### src/design/osd_pkg.sv
`default_nettype none
package osd_pkg;

  localparam int unsigned SCREEN_ROWS = 22;
  localparam int unsigned SCREEN_COLS = 60;
  localparam int unsigned CELL_COUNT  = SCREEN_ROWS * SCREEN_COLS;
  localparam int unsigned ADDR_W      = $clog2(CELL_COUNT);
  localparam int unsigned ROW_W       = 5;
  localparam int unsigned COL_W       = 6;
  localparam int unsigned CODE_W      = 9;
  localparam int unsigned LEN_W       = 7;

  localparam logic [7:0] CMD_CLEAR     = 8'd2;
  localparam logic [7:0] CMD_WRITE_RUN = 8'd3;
  localparam logic [7:0] BLANK_RESET   = 8'd32;

  localparam logic [1:0] HDR_OPCODE = 2'd0;
  localparam logic [1:0] HDR_ROW    = 2'd1;
  localparam logic [1:0] HDR_COL    = 2'd2;
  localparam logic [1:0] HDR_LEN    = 2'd3;

  typedef struct packed {
    logic       dirty;
    logic       ext;
    logic [7:0] code;
  } cell_t;

  localparam int unsigned CELL_W = $bits(cell_t);

  typedef enum logic [1:0] {REQ_WRITE, REQ_READ, REQ_CLEAR, REQ_DRAW} req_e;
  typedef enum logic [2:0] {A_HOLD, A_ZERO, A_REQ, A_INC, A_ROW, A_START} addr_op_e;
  typedef enum logic [1:0] {W_BLANK, W_WRITE, W_CLEAN} wsel_e;
  typedef enum logic [2:0] {O_CLEAR, O_READ, O_CLEAN, O_HDR, O_CODE} out_sel_e;

  typedef enum logic [3:0] {
    ST_WIPE, ST_IDLE, ST_DECODE, ST_WR_RD, ST_WR_CMP, ST_RD_RD, ST_RD_OUT,
    ST_CLR_OUT, ST_D_ROW, ST_D_CLEAN, ST_D_RD, ST_D_CHK, ST_M_RD, ST_M_CHK,
    ST_HDR, ST_E_RD
  } state_e;

  typedef struct packed {
    logic     accept;
    addr_op_e addr_op;
    logic     ram_re;
    logic     ram_we;
    wsel_e    wsel;
    logic     flag_clr_all;
    logic     flag_set_req;
    logic     flag_clr_cur;
    logic     run_begin;
    logic     len_inc;
    logic     rem_load;
    logic     rem_dec;
    logic     hdr_zero;
    logic     hdr_inc;
    logic     out_load;
    out_sel_e out_sel;
  } cmd_t;

  typedef struct packed {
    req_e req;
    logic in_range;
    logic wr_diff;
    logic dirty;
    logic match;
    logic col_end;
    logic addr_end;
    logic any_flag;
    logic hdr_last;
    logic rem_one;
    logic out_room;
  } sts_t;

endpackage
`default_nettype wire

### src/design/osd_ctrl.sv
`default_nettype none
module osd_ctrl (
  input  wire logic          clk_i,
  input  wire logic          rst_ni,
  input  wire logic          in_valid_i,
  output logic               in_ready_o,
  input  wire osd_pkg::sts_t sts_i,
  output osd_pkg::cmd_t      cmd_o
);

  osd_pkg::state_e state_q, state_d;
  logic emit_q, emit_d;

  always_comb begin
    state_d = state_q;
    unique case (state_q)
      osd_pkg::ST_WIPE: if (sts_i.addr_end) state_d = osd_pkg::ST_IDLE;
      osd_pkg::ST_IDLE: if (in_valid_i) state_d = osd_pkg::ST_DECODE;
      osd_pkg::ST_DECODE: begin
        unique case (sts_i.req)
          osd_pkg::REQ_WRITE:
            state_d = sts_i.in_range ? osd_pkg::ST_WR_RD : osd_pkg::ST_IDLE;
          osd_pkg::REQ_READ:
            state_d = sts_i.in_range ? osd_pkg::ST_RD_RD : osd_pkg::ST_RD_OUT;
          osd_pkg::REQ_CLEAR: state_d = osd_pkg::ST_CLR_OUT;
          osd_pkg::REQ_DRAW:  state_d = osd_pkg::ST_D_ROW;
          default:            state_d = osd_pkg::ST_IDLE;
        endcase
      end
      osd_pkg::ST_WR_RD:  state_d = osd_pkg::ST_WR_CMP;
      osd_pkg::ST_WR_CMP: state_d = osd_pkg::ST_IDLE;
      osd_pkg::ST_RD_RD:  state_d = osd_pkg::ST_RD_OUT;
      osd_pkg::ST_RD_OUT: if (sts_i.out_room) state_d = osd_pkg::ST_IDLE;
      osd_pkg::ST_CLR_OUT: if (sts_i.out_room) state_d = osd_pkg::ST_WIPE;
      osd_pkg::ST_D_ROW:
        state_d = sts_i.any_flag ? osd_pkg::ST_D_RD : osd_pkg::ST_D_CLEAN;
      osd_pkg::ST_D_CLEAN: if (sts_i.out_room) state_d = osd_pkg::ST_IDLE;
      osd_pkg::ST_D_RD: state_d = osd_pkg::ST_D_CHK;
      osd_pkg::ST_D_CHK: begin
        if (sts_i.dirty) begin
          state_d = sts_i.col_end ? osd_pkg::ST_HDR : osd_pkg::ST_M_RD;
        end else begin
          state_d = sts_i.col_end ? osd_pkg::ST_D_ROW : osd_pkg::ST_D_RD;
        end
      end
      osd_pkg::ST_M_RD: state_d = osd_pkg::ST_M_CHK;
      osd_pkg::ST_M_CHK:
        state_d = (sts_i.match && !sts_i.col_end) ? osd_pkg::ST_M_RD : osd_pkg::ST_HDR;
      osd_pkg::ST_HDR: if (sts_i.out_room && sts_i.hdr_last) state_d = osd_pkg::ST_E_RD;
      osd_pkg::ST_E_RD:
        if (emit_q && sts_i.out_room && sts_i.rem_one) state_d = osd_pkg::ST_IDLE;
      default: state_d = osd_pkg::ST_IDLE;
    endcase
  end

  always_comb begin
    cmd_o         = '0;
    cmd_o.addr_op = osd_pkg::A_HOLD;
    cmd_o.wsel    = osd_pkg::W_BLANK;
    cmd_o.out_sel = osd_pkg::O_CLEAR;
    in_ready_o    = 1'b0;
    emit_d        = emit_q;
    unique case (state_q)
      osd_pkg::ST_WIPE: begin
        cmd_o.ram_we  = 1'b1;
        cmd_o.addr_op = osd_pkg::A_INC;
      end
      osd_pkg::ST_IDLE: begin
        in_ready_o   = 1'b1;
        cmd_o.accept = in_valid_i;
      end
      osd_pkg::ST_DECODE: cmd_o.addr_op = osd_pkg::A_REQ;
      osd_pkg::ST_WR_RD, osd_pkg::ST_RD_RD, osd_pkg::ST_D_RD, osd_pkg::ST_M_RD:
        cmd_o.ram_re = 1'b1;
      osd_pkg::ST_WR_CMP: begin
        cmd_o.ram_we       = sts_i.wr_diff;
        cmd_o.wsel         = osd_pkg::W_WRITE;
        cmd_o.flag_set_req = sts_i.wr_diff;
      end
      osd_pkg::ST_RD_OUT: begin
        cmd_o.out_load = sts_i.out_room;
        cmd_o.out_sel  = osd_pkg::O_READ;
      end
      osd_pkg::ST_CLR_OUT: begin
        cmd_o.out_load     = sts_i.out_room;
        cmd_o.flag_clr_all = sts_i.out_room;
        if (sts_i.out_room) cmd_o.addr_op = osd_pkg::A_ZERO;
      end
      osd_pkg::ST_D_ROW: if (sts_i.any_flag) cmd_o.addr_op = osd_pkg::A_ROW;
      osd_pkg::ST_D_CLEAN: begin
        cmd_o.out_load = sts_i.out_room;
        cmd_o.out_sel  = osd_pkg::O_CLEAN;
      end
      osd_pkg::ST_D_CHK: begin
        cmd_o.run_begin    = sts_i.dirty;
        cmd_o.hdr_zero     = sts_i.dirty;
        cmd_o.flag_clr_cur = !sts_i.dirty && sts_i.col_end;
        if (!sts_i.col_end) cmd_o.addr_op = osd_pkg::A_INC;
      end
      osd_pkg::ST_M_CHK: begin
        cmd_o.len_inc  = sts_i.match;
        cmd_o.hdr_zero = !(sts_i.match && !sts_i.col_end);
        if (sts_i.match && !sts_i.col_end) cmd_o.addr_op = osd_pkg::A_INC;
      end
      osd_pkg::ST_HDR: begin
        cmd_o.out_load = sts_i.out_room;
        cmd_o.out_sel  = osd_pkg::O_HDR;
        cmd_o.hdr_inc  = sts_i.out_room;
        if (sts_i.out_room && sts_i.hdr_last) begin
          cmd_o.rem_load = 1'b1;
          cmd_o.addr_op  = osd_pkg::A_START;
          emit_d         = 1'b0;
        end
      end
      osd_pkg::ST_E_RD: begin
        if (!emit_q) begin
          cmd_o.ram_re = 1'b1;
          emit_d       = 1'b1;
        end else if (sts_i.out_room) begin
          cmd_o.out_load = 1'b1;
          cmd_o.out_sel  = osd_pkg::O_CODE;
          cmd_o.ram_we   = 1'b1;
          cmd_o.wsel     = osd_pkg::W_CLEAN;
          cmd_o.rem_dec  = 1'b1;
          emit_d         = 1'b0;
          if (!sts_i.rem_one) cmd_o.addr_op = osd_pkg::A_INC;
        end
      end
      default: ;
    endcase
  end

  always_ff @(posedge clk_i or negedge rst_ni) begin
    if (!rst_ni) begin
      state_q <= osd_pkg::ST_WIPE;
      emit_q  <= 1'b0;
    end else begin
      state_q <= state_d;
      emit_q  <= emit_d;
    end
  end

  a_load_room: assert property (@(posedge clk_i) disable iff (!rst_ni)
    cmd_o.out_load |-> sts_i.out_room) else $error("result register overwritten");
  a_ram_port: assert property (@(posedge clk_i) disable iff (!rst_ni)
    !(cmd_o.ram_re && cmd_o.ram_we)) else $error("ram read and write together");
  a_accept_busy: assert property (@(posedge clk_i) disable iff (!rst_ni)
    cmd_o.accept |=> state_q == osd_pkg::ST_DECODE) else $error("beat not taken up");
  a_emit_count: assert property (@(posedge clk_i) disable iff (!rst_ni)
    cmd_o.rem_dec |-> cmd_o.out_sel == osd_pkg::O_CODE) else $error("stray run byte");

endmodule
`default_nettype wire

### config.mk
export PLATFORM = sky130hd
export DESIGN_NAME = osd_ctrl
export DESIGN_NICKNAME = d
export VERILOG_FILES = /design/src/design/osd_pkg.sv /design/src/design/osd_ctrl.sv
export SDC_FILE = /design/constraint.sdc
export NUM_CORES = 1
export LEC_CHECK = 0
export BUFFER_PORTS_ARGS = -buffer_cell sky130_fd_sc_hd__buf_2
export CAP_MARGIN = 30
export CORE_MARGIN = 1
export CORE_UTILIZATION = 35
export CTS_BUF_LIST = sky130_fd_sc_hd__clkbuf_4 sky130_fd_sc_hd__clkbuf_8 sky130_fd_sc_hd__clkbuf_16
export DETAILED_ROUTE_END_ITERATION = 16
export PLACE_DENSITY = 0.64
export RECOVER_POWER = 50
export SLEW_MARGIN = 20
export SYNTH_ARGS = -nofsm -noshare
export SYNTH_HDL_FRONTEND = slang
export SYNTH_SLANG_ARGS = --single-unit
### constraint.sdc
create_clock -name clk_i -period 2.5 [get_ports clk_i]
set_input_delay 0.375 -clock clk_i [delete_from_list [all_inputs] [get_ports clk_i]]
set_output_delay 0.375 -clock clk_i [all_outputs]
set_load 0.01 [all_outputs]
==> results of run 1 <==
==> sequential cells by signal (all words and copies together) (netlist names) <==
register  count
state_q       4
emit_q        1
==> kinds of logic (layout without fill, tap and decap cells) <==
logic type | count (synthesis) | in the layout | synth area share, %
flops | 5 | 5 | 14.6
mux | 2 | 2 | 2.47
compound gates | 36 | 36 | 29.1
fa+ha+maj | 4 | 4 | 5.82
buf+inv | 18 | 52 | 11.2
simple gates | 55 | 55 | 36.8
==> synthesized netlist by cell type, types with 2 or more instances <==
master	instances	area, sq um
a21oi_1	7	35.0
o21ai_0	9	45.0
nand3b_1	2	15.0
nor2b_1	5	31.3
nand3_1	5	25.0
nor3_1	5	25.0
and3_1	2	12.5
o31ai_1	2	15.0
buf_4	4	30.0
o41ai_1	2	17.5
o32a_1	2	20.0
dfrtp_1	5	125
inv_1	8	30.0
ha_1	4	50.1
nor2_1	9	33.8
buf_2	5	25.0
o221ai_1	2	17.5
and2_1	4	25.0
nand2b_1	5	31.3
o22ai_1	2	12.5
nand2_1	10	37.5
a211o_1	2	17.5
==> through the flow <==
step | std cells | instance area (sq um) | utilization (%)
2_1_floorplan | 120 | 860 | -
3_3_place_gp | 177 | 1030 | 45.7
3_5_place_dp | 177 | 1030 | 45.7
4_1_cts | 182 | 1070 | 47.5
5_1_grt | 182 | 1040 | 46.3
6_report | 182 | 1040 | 46.3
==> power by group <==
group | leakage (nW) | switching [mW] | internal [mW] | total (mW)
combinational | 0.434 | 0.419 | 0.324 | 0.743
sequential | 0.0598 | 0.104 | 0.121 | 0.225
clock | 0.0184 | 0.0360 | 0.0713 | 0.107
==> per-layer routing <==
metal	vias up	global-route usage (%)	share of wire (%)
li1	504	-	-
met1	482	24.8	44
met2	50	33.8	49
met3	2	3.51	7.3
met4	0	4.05	0.16
met5	-	0	0
==> worst max-delay path by stage <==
stage	start	end	slack [ps]	cells after the start
after floorplan	state_q[2]	cmd_o[5]	710	4
after global placement	state_q[2]	cmd_o[17]	530	5
after detailed placement	state_q[0]	cmd_o[20]	480	4
after CTS	state_q[0]	cmd_o[20]	200	4
after global routing	state_q[0]	cmd_o[20]	60	4
final	state_q[0]	cmd_o[20]	200	4
==> cells in the final DEF, fill, tap and decap left out, types with 2 or more instances in the layout <==
cell      instances
buf_2            31
nand2_1          10
o21ai_0           9
nor2_1            9
inv_1             8
a21oi_1           7
nor3_1            5
nand3_1           5
nor2b_1           5
nand2b_1          5
dfrtp_1           5
clkbuf_1          5
and2_1            4
ha_1              4
clkbuf_4          4
buf_4             3
o41ai_1           2
o22ai_1           2
and3_1            2
o32a_1            2
o31ai_1           2
a211o_1           2
o221ai_1          2
nand3b_1          2
==> area by class of cell <==
class,instances,area share (%)
multi-input combinational,97,59.1
timing repair buffer,40,19.8
tap,28,3.36
sequential,5,12.0
inverter,8,2.88
clock buffer,4,2.88
==> results.md, run 1 <==
* Status: completed
* Post-Syn Instances at 120
* Clock skew at 5.77 ps
* Area growth from synthesis to layout at 21.4%
* Die width at 51.6 microns
* Cts hold-fix bufs at 1
* GPL Wtd Cong at 0.877
* Post-synth EDFFs at 0
* FF-to-FF End: state_q[0]
* Critical Path AT at 1930 ps
* First drt pass iteration count at 4
* Largest net degree at the start of global routing at 24
* Cell Chain, Critical Path: or2b_1 > nor3_1 > and2_1 > buf_2
* Worst R2R Setup Slack at 570 ps
* Syn Area/Cell at 7.16 sq um
* Mapped cell area at 860 sq um
* Wirelength per Cell at 13.5 microns
* Worst flop-to-flop path startpoint: state_q[0]
* Worst-case clock buffer depth at 2
* Critical-path top delay cell: dfrtp_1
* Gr usage total at 19.4%
* Row cnt at 17
* Core Area at 2250 sq um
* Vias at 1038
* Root Buffer: clkbuf_4
* Crit-path max cell delay at 780 ps
* Dpl hpwl at 1870 microns
* # Post-CTS Setup Buffers at 0
* Crit path buf inv count at 1
* Reg clk slew, reported paths at 50 ps
* CP max FO at 23
* Reg2Reg Depth at 4
* Worst skew pair latency at 250 ps
* Share of layout cells above drive strength 1 at 26.0%
* Syn nets at 139
* WL final at 2460 microns
* DIE AREA at 2660 sq um
* Least-Margin Pin Slew at 697 ps
* Initial antenna violation count at 0
* Via-to-Cell Ratio at 5.70
* # clock sinks at 5
* Hold crit path type: input port to asynchronous set/reset pin
* Critical path startpoint category: flop
* Port buffer count at 36
* H-tree Lvls at 1
* Period utilization at 92.0%
* Top FF cell, synth: dfrtp_1
* Vias in the first global route at 906
* Peak supply drop at 0.000769 V
* Final Worst Setup Slack at 199 ps
* CP Capture Type: primary output
* DRC viols at 0
* Total power at 1.07 mW
* RSZ-0062 raised after global routing: no
* First-pass GRT wire length at 3890 microns
* Antenna Diode Count at 0
* Initial DRC count at 31
* Num ports at 37
* CTS tree: done
* Post-layout net count at 174
* DRT antenna net count at 0
* Final setup viols at 0
* Number of distinct library cells after synthesis at 41
* Die height at 51.6 microns
* Critical path type: flop to primary output
* Synthesis-stage register bit count at 5
* CP required at 2120 ps
* Pleak at 0.512 nW
* Multi-input gate area at 617 sq um
* CTS Buf Count at 3
* Initial core utilization at 38.1%
* Setup TNS at 0 ps
* CP top delay family: flip-flops
* Worst slew margin at 53.5%
* Final Hold Fails at 0
* Overflow after GRT at 0
* Final worst path period need at 2300 ps
* Sequential-to-total area share from yosys stat at 14.6%
* FF/Latch Area at 125 sq um
* Fillcell total at 259
* DP Worst Slack at 478 ps
* PwrDens at 1030 nW/um^2
* Max Clk Rate at 435 MHz
* Synth warn at 0
* Min Hold Slack at 508 ps
* Max-Cap Viols at 0
* Ys async rst share at 100%
* Post-CTS sizing at 0
* Max-slew violations at 0
(Power assumes the default switching activity.)
==> run 2, diff against run 1 <==
--- a/config.mk
+++ b/config.mk
@@ -7,2 +7,3 @@
 export LEC_CHECK = 0
+export ABC_AREA = 1
 export BUFFER_PORTS_ARGS = -buffer_cell sky130_fd_sc_hd__buf_2
@@ -13,3 +14,3 @@
 export DETAILED_ROUTE_END_ITERATION = 16
-export PLACE_DENSITY = 0.64
+export PLACE_DENSITY = 0.65
 export RECOVER_POWER = 50
--- a/constraint.sdc
+++ b/constraint.sdc
@@ -3,2 +3,2 @@
 set_output_delay 0.375 -clock clk_i [all_outputs]
-set_load 0.01 [all_outputs]
+set_load 0.1 [all_outputs]
==> run 2 against run 1 <==
  * Maximum frequency is 0.15% higher
  * Flip-flop and latch count stayed put
  * Largest cell class unchanged
  * Via count is 0.77% lower
  * Sequential power is 20% lower
  * Critical path type unchanged
  * Worst setup slack better by 3.4 ps
  * Wire length is 10% lower
  * First-iteration DRC count is 32% lower
  * Non-clock buffer count is 3 lower
  * Die area is 7.8% lower
  * Design area is 3.6% higher
==> results.md, run 2 <==
* H-tree Lvls at 1 (unchanged)
* Share of layout cells above drive strength 1 at 29.5% (+3.6 points)
* Initial core utilization at 38.7% (+0.54 points)
* Post-Syn Instances at 153 (+28%)
* Reg with most FFs: state_q
* CP top delay family: simple AND/OR/NAND/NOR gates
* Number of distinct library cells after synthesis at 16 (-61%)
* Synth warn at 0 (unchanged)
* Root Buffer: clkbuf_4
* Largest registers: state_q (4), emit_q (1)
* Wirelength per Cell at 10.1 microns (-26%)
* Initial DRC count at 21 (-32%)
* Ys async rst share at 100% (unchanged)
* Critical path type: flop to primary output
* CTS tree: done
* Die height at 49.5 microns (-4.0%)
* First drt pass iteration count at 4 (unchanged)
* DRC viols at 0 (unchanged)
* Area growth from synthesis to layout at 36.9%
* Initial antenna violation count at 0 (unchanged)
* Final Hold Fails at 0 (unchanged)
* Num ports at 37 (unchanged)
* Via-to-Cell Ratio at 4.68 (-18%)
* Worst-case clock buffer depth at 2 (unchanged)
* Post-synth EDFFs at 0 (unchanged)
* Max-slew violations at 0 (unchanged)
* Syn Area/Cell at 5.16 sq um (-28%)
* WL final at 2210 microns (-10%)
* Critical Path AT at 1920 ps (about the same)
* Reg clk slew, reported paths at 40 ps (about the same)
* Most frequent cell after synthesis: nand2_1
* Gr usage total at 20.0% (+0.56 points)
* Period utilization at 91.9% (-0.13 points)
* Leading area contributor after synthesis: nand2_1
* CP Capture Type: primary output
* Top FF cell, synth: dfrtp_1
* Status: completed
* Commonest non-fill, non-tap cells in the layout: nand2_1 (57), buf_2 (28), inv_1 (22)
* Worst skew pair latency at 230 ps (-20 ps)
* Synth top area share at 28.1% (+13 points)
* Worst slew margin at 64.2% (+11 points)
* Finished Layout Cells at 220 (+21%)
* Least-Margin Pin Slew at 540 ps (-158 ps)
* Most common cell after layout, fill and taps aside: nand2_1
* Critical path startpoint category: flop
* Total power at 1.48 mW (+38%)
* DRT antenna net count at 0 (unchanged)
* Port buffer count at 36 (unchanged)
* CP required at 2120 ps (about the same)
* Hold crit path type: input port to asynchronous set/reset pin
* Syn nets at 172 (+24%)
* Max Clk Rate at 435 MHz (+0.15%)
* WP depth at 7 (+3)
* RSZ-0062 raised after global routing: no
* Vias at 1030 (-0.77%)
* GPL Wtd Cong at 0.887 (+1.2%)
* Cell Chain, Critical Path: nand2_1 > nor2_1 > nand3_1 > nor2_1 > a21oi_1 > nand2_1 > buf_2
* Mapped cell area at 790 sq um (-8.2%)
* Synthesis-stage register bit count at 5 (unchanged)
* Most frequent cells after synthesis: nand2_1 (59), inv_1 (23), nor2_1 (22), nand3_1 (16), o21ai_0 (6)
* Final setup viols at 0 (unchanged)
* # clock sinks at 5 (unchanged)
* Die width at 49.5 microns (-4.0%)
* CP max FO at 7 (-70%)
* Crit-path max cell delay at 460 ps (-320 ps)
* Final worst path period need at 2300 ps (-3.37 ps)
* Reg2Reg Depth at 9 (+5)
* Overflow after GRT at 0 (unchanged)
* Core Area at 2040 sq um (-9.4%)
* Dpl hpwl at 1920 microns (+2.7%)
* Max reg flops at 4 (unchanged)
* Row cnt at 16 (-1)
* Sequential-to-total area share from yosys stat at 15.8% (+1.3 points)
* First-pass GRT wire length at 3950 microns (+1.4%)
* PwrDens at 1370 nW/um^2 (+33%)
* Post-layout net count at 213 (+22%)
* DIE AREA at 2450 sq um (-7.8%)
* Max-Cap Viols at 0 (unchanged)
* Peak supply drop at 0.000783 V (+1.8%)
* Critical-path top delay cell: dfrtp_1
* Top area cells in the synthesized netlist: nand2_1 (28%), dfrtp_1 (16%), inv_1 (11%)
* CTS Buf Count at 3 (unchanged)
* Core Util, Final at 52.9% (+6.7 points)
* Cells after DPL at 215 (+21%)
* Antenna Diode Count at 0 (unchanged)
* Crit path buf inv count at 1 (unchanged)
* Clock skew at 0.352 ps (-5.42 ps)
* Largest net degree at the start of global routing at 8 (-67%)
* Pleak at 0.717 nW (+40%)
* Vias in the first global route at 994 (+9.7%)
==> run 2: cell types whose count changed after synthesis, sizes merged, moves of 3 or more <==
cell	previous run	this run
a21oi	8	3
and2	4	0
buf	10	1
inv	8	24
nand2	10	63
nand2b	5	0
nand3	5	17
nor2	9	26
nor2b	5	0
nor3	5	1
o21ai	9	6
==> run 2: area by class of cell <==
class | count | area (sq um)
clock buffers | 4 | 30.0
fillers | 241 | 961
inverters | 24 | 93.8
multi-input cells | 123 | 606
flip-flops and latches | 5 | 126
well taps | 27 | 33.8
repair buffers | 37 | 191
==> run 2: path summary, 6_finish.rpt <==
kind | slack, ps | start | end
worst max-delay path | 200 | state_q[0] | cmd_o[17]
min in group clk_i | 570 | emit_q | emit_q
max in group asynchronous | 1770 | rst_ni | state_q[3]
worst max register to register | 1060 | state_q[2] | state_q[1]
worst min-delay path | 510 | rst_ni | emit_q
worst min register to register | 570 | emit_q | emit_q
==> run 2: what timing repair did <==
item	CTS	global route
hold endpoints to repair	5	0
setup buffers	0	0
setup endpoints to repair	0	1
gates resized for setup	0	1
hold buffers	1	0
==> run 2: cell families (layout without fill, tap and decap cells) <==
logic type      after synthesis  count (layout)  synth area share, %
compound gates                9               9                 5.70
simple gates                110             110                 59.7
flops                         5               5                 15.8
fa+ha+maj                     4               4                 6.34
buf+inv                      25              65                 12.4
==> run 2: per-layer routing <==
| metal | global-route usage (%) | part of all wire (%) | up-vias |
|---|---|---|---|
| met3 | 0.309 | 5.3 | 0 |
| met4 | 6.19 | 0 | 0 |
| met1 | 26.2 | 48 | 448 |
| li1 | - | - | 551 |
| met5 | 0 | 0 | - |
| met2 | 35.4 | 46 | 31 |
==> run 2: through the flow <==
step	setup TNS, ps	hold WS [ps]	cell area [sq um]	setup slack, ps
2_1_floorplan	-399	79.4	836	-304
3_3_place_gp	0	191	1040	481
3_5_place_dp	0	191	1040	404
4_1_cts	0	468	1080	141
5_1_grt	0	549	1080	27.8
6_report	0	509	1080	202
==> run 2: where the power goes <==
part | internal [mW] | total (mW) | switching, mW
Clock | 0.0709 | 0.0996 | 0.0287
Sequential | 0.120 | 0.180 | 0.0597
Combinational | 0.234 | 1.20 | 0.968
Total | 0.425 | 1.48 | 1.06
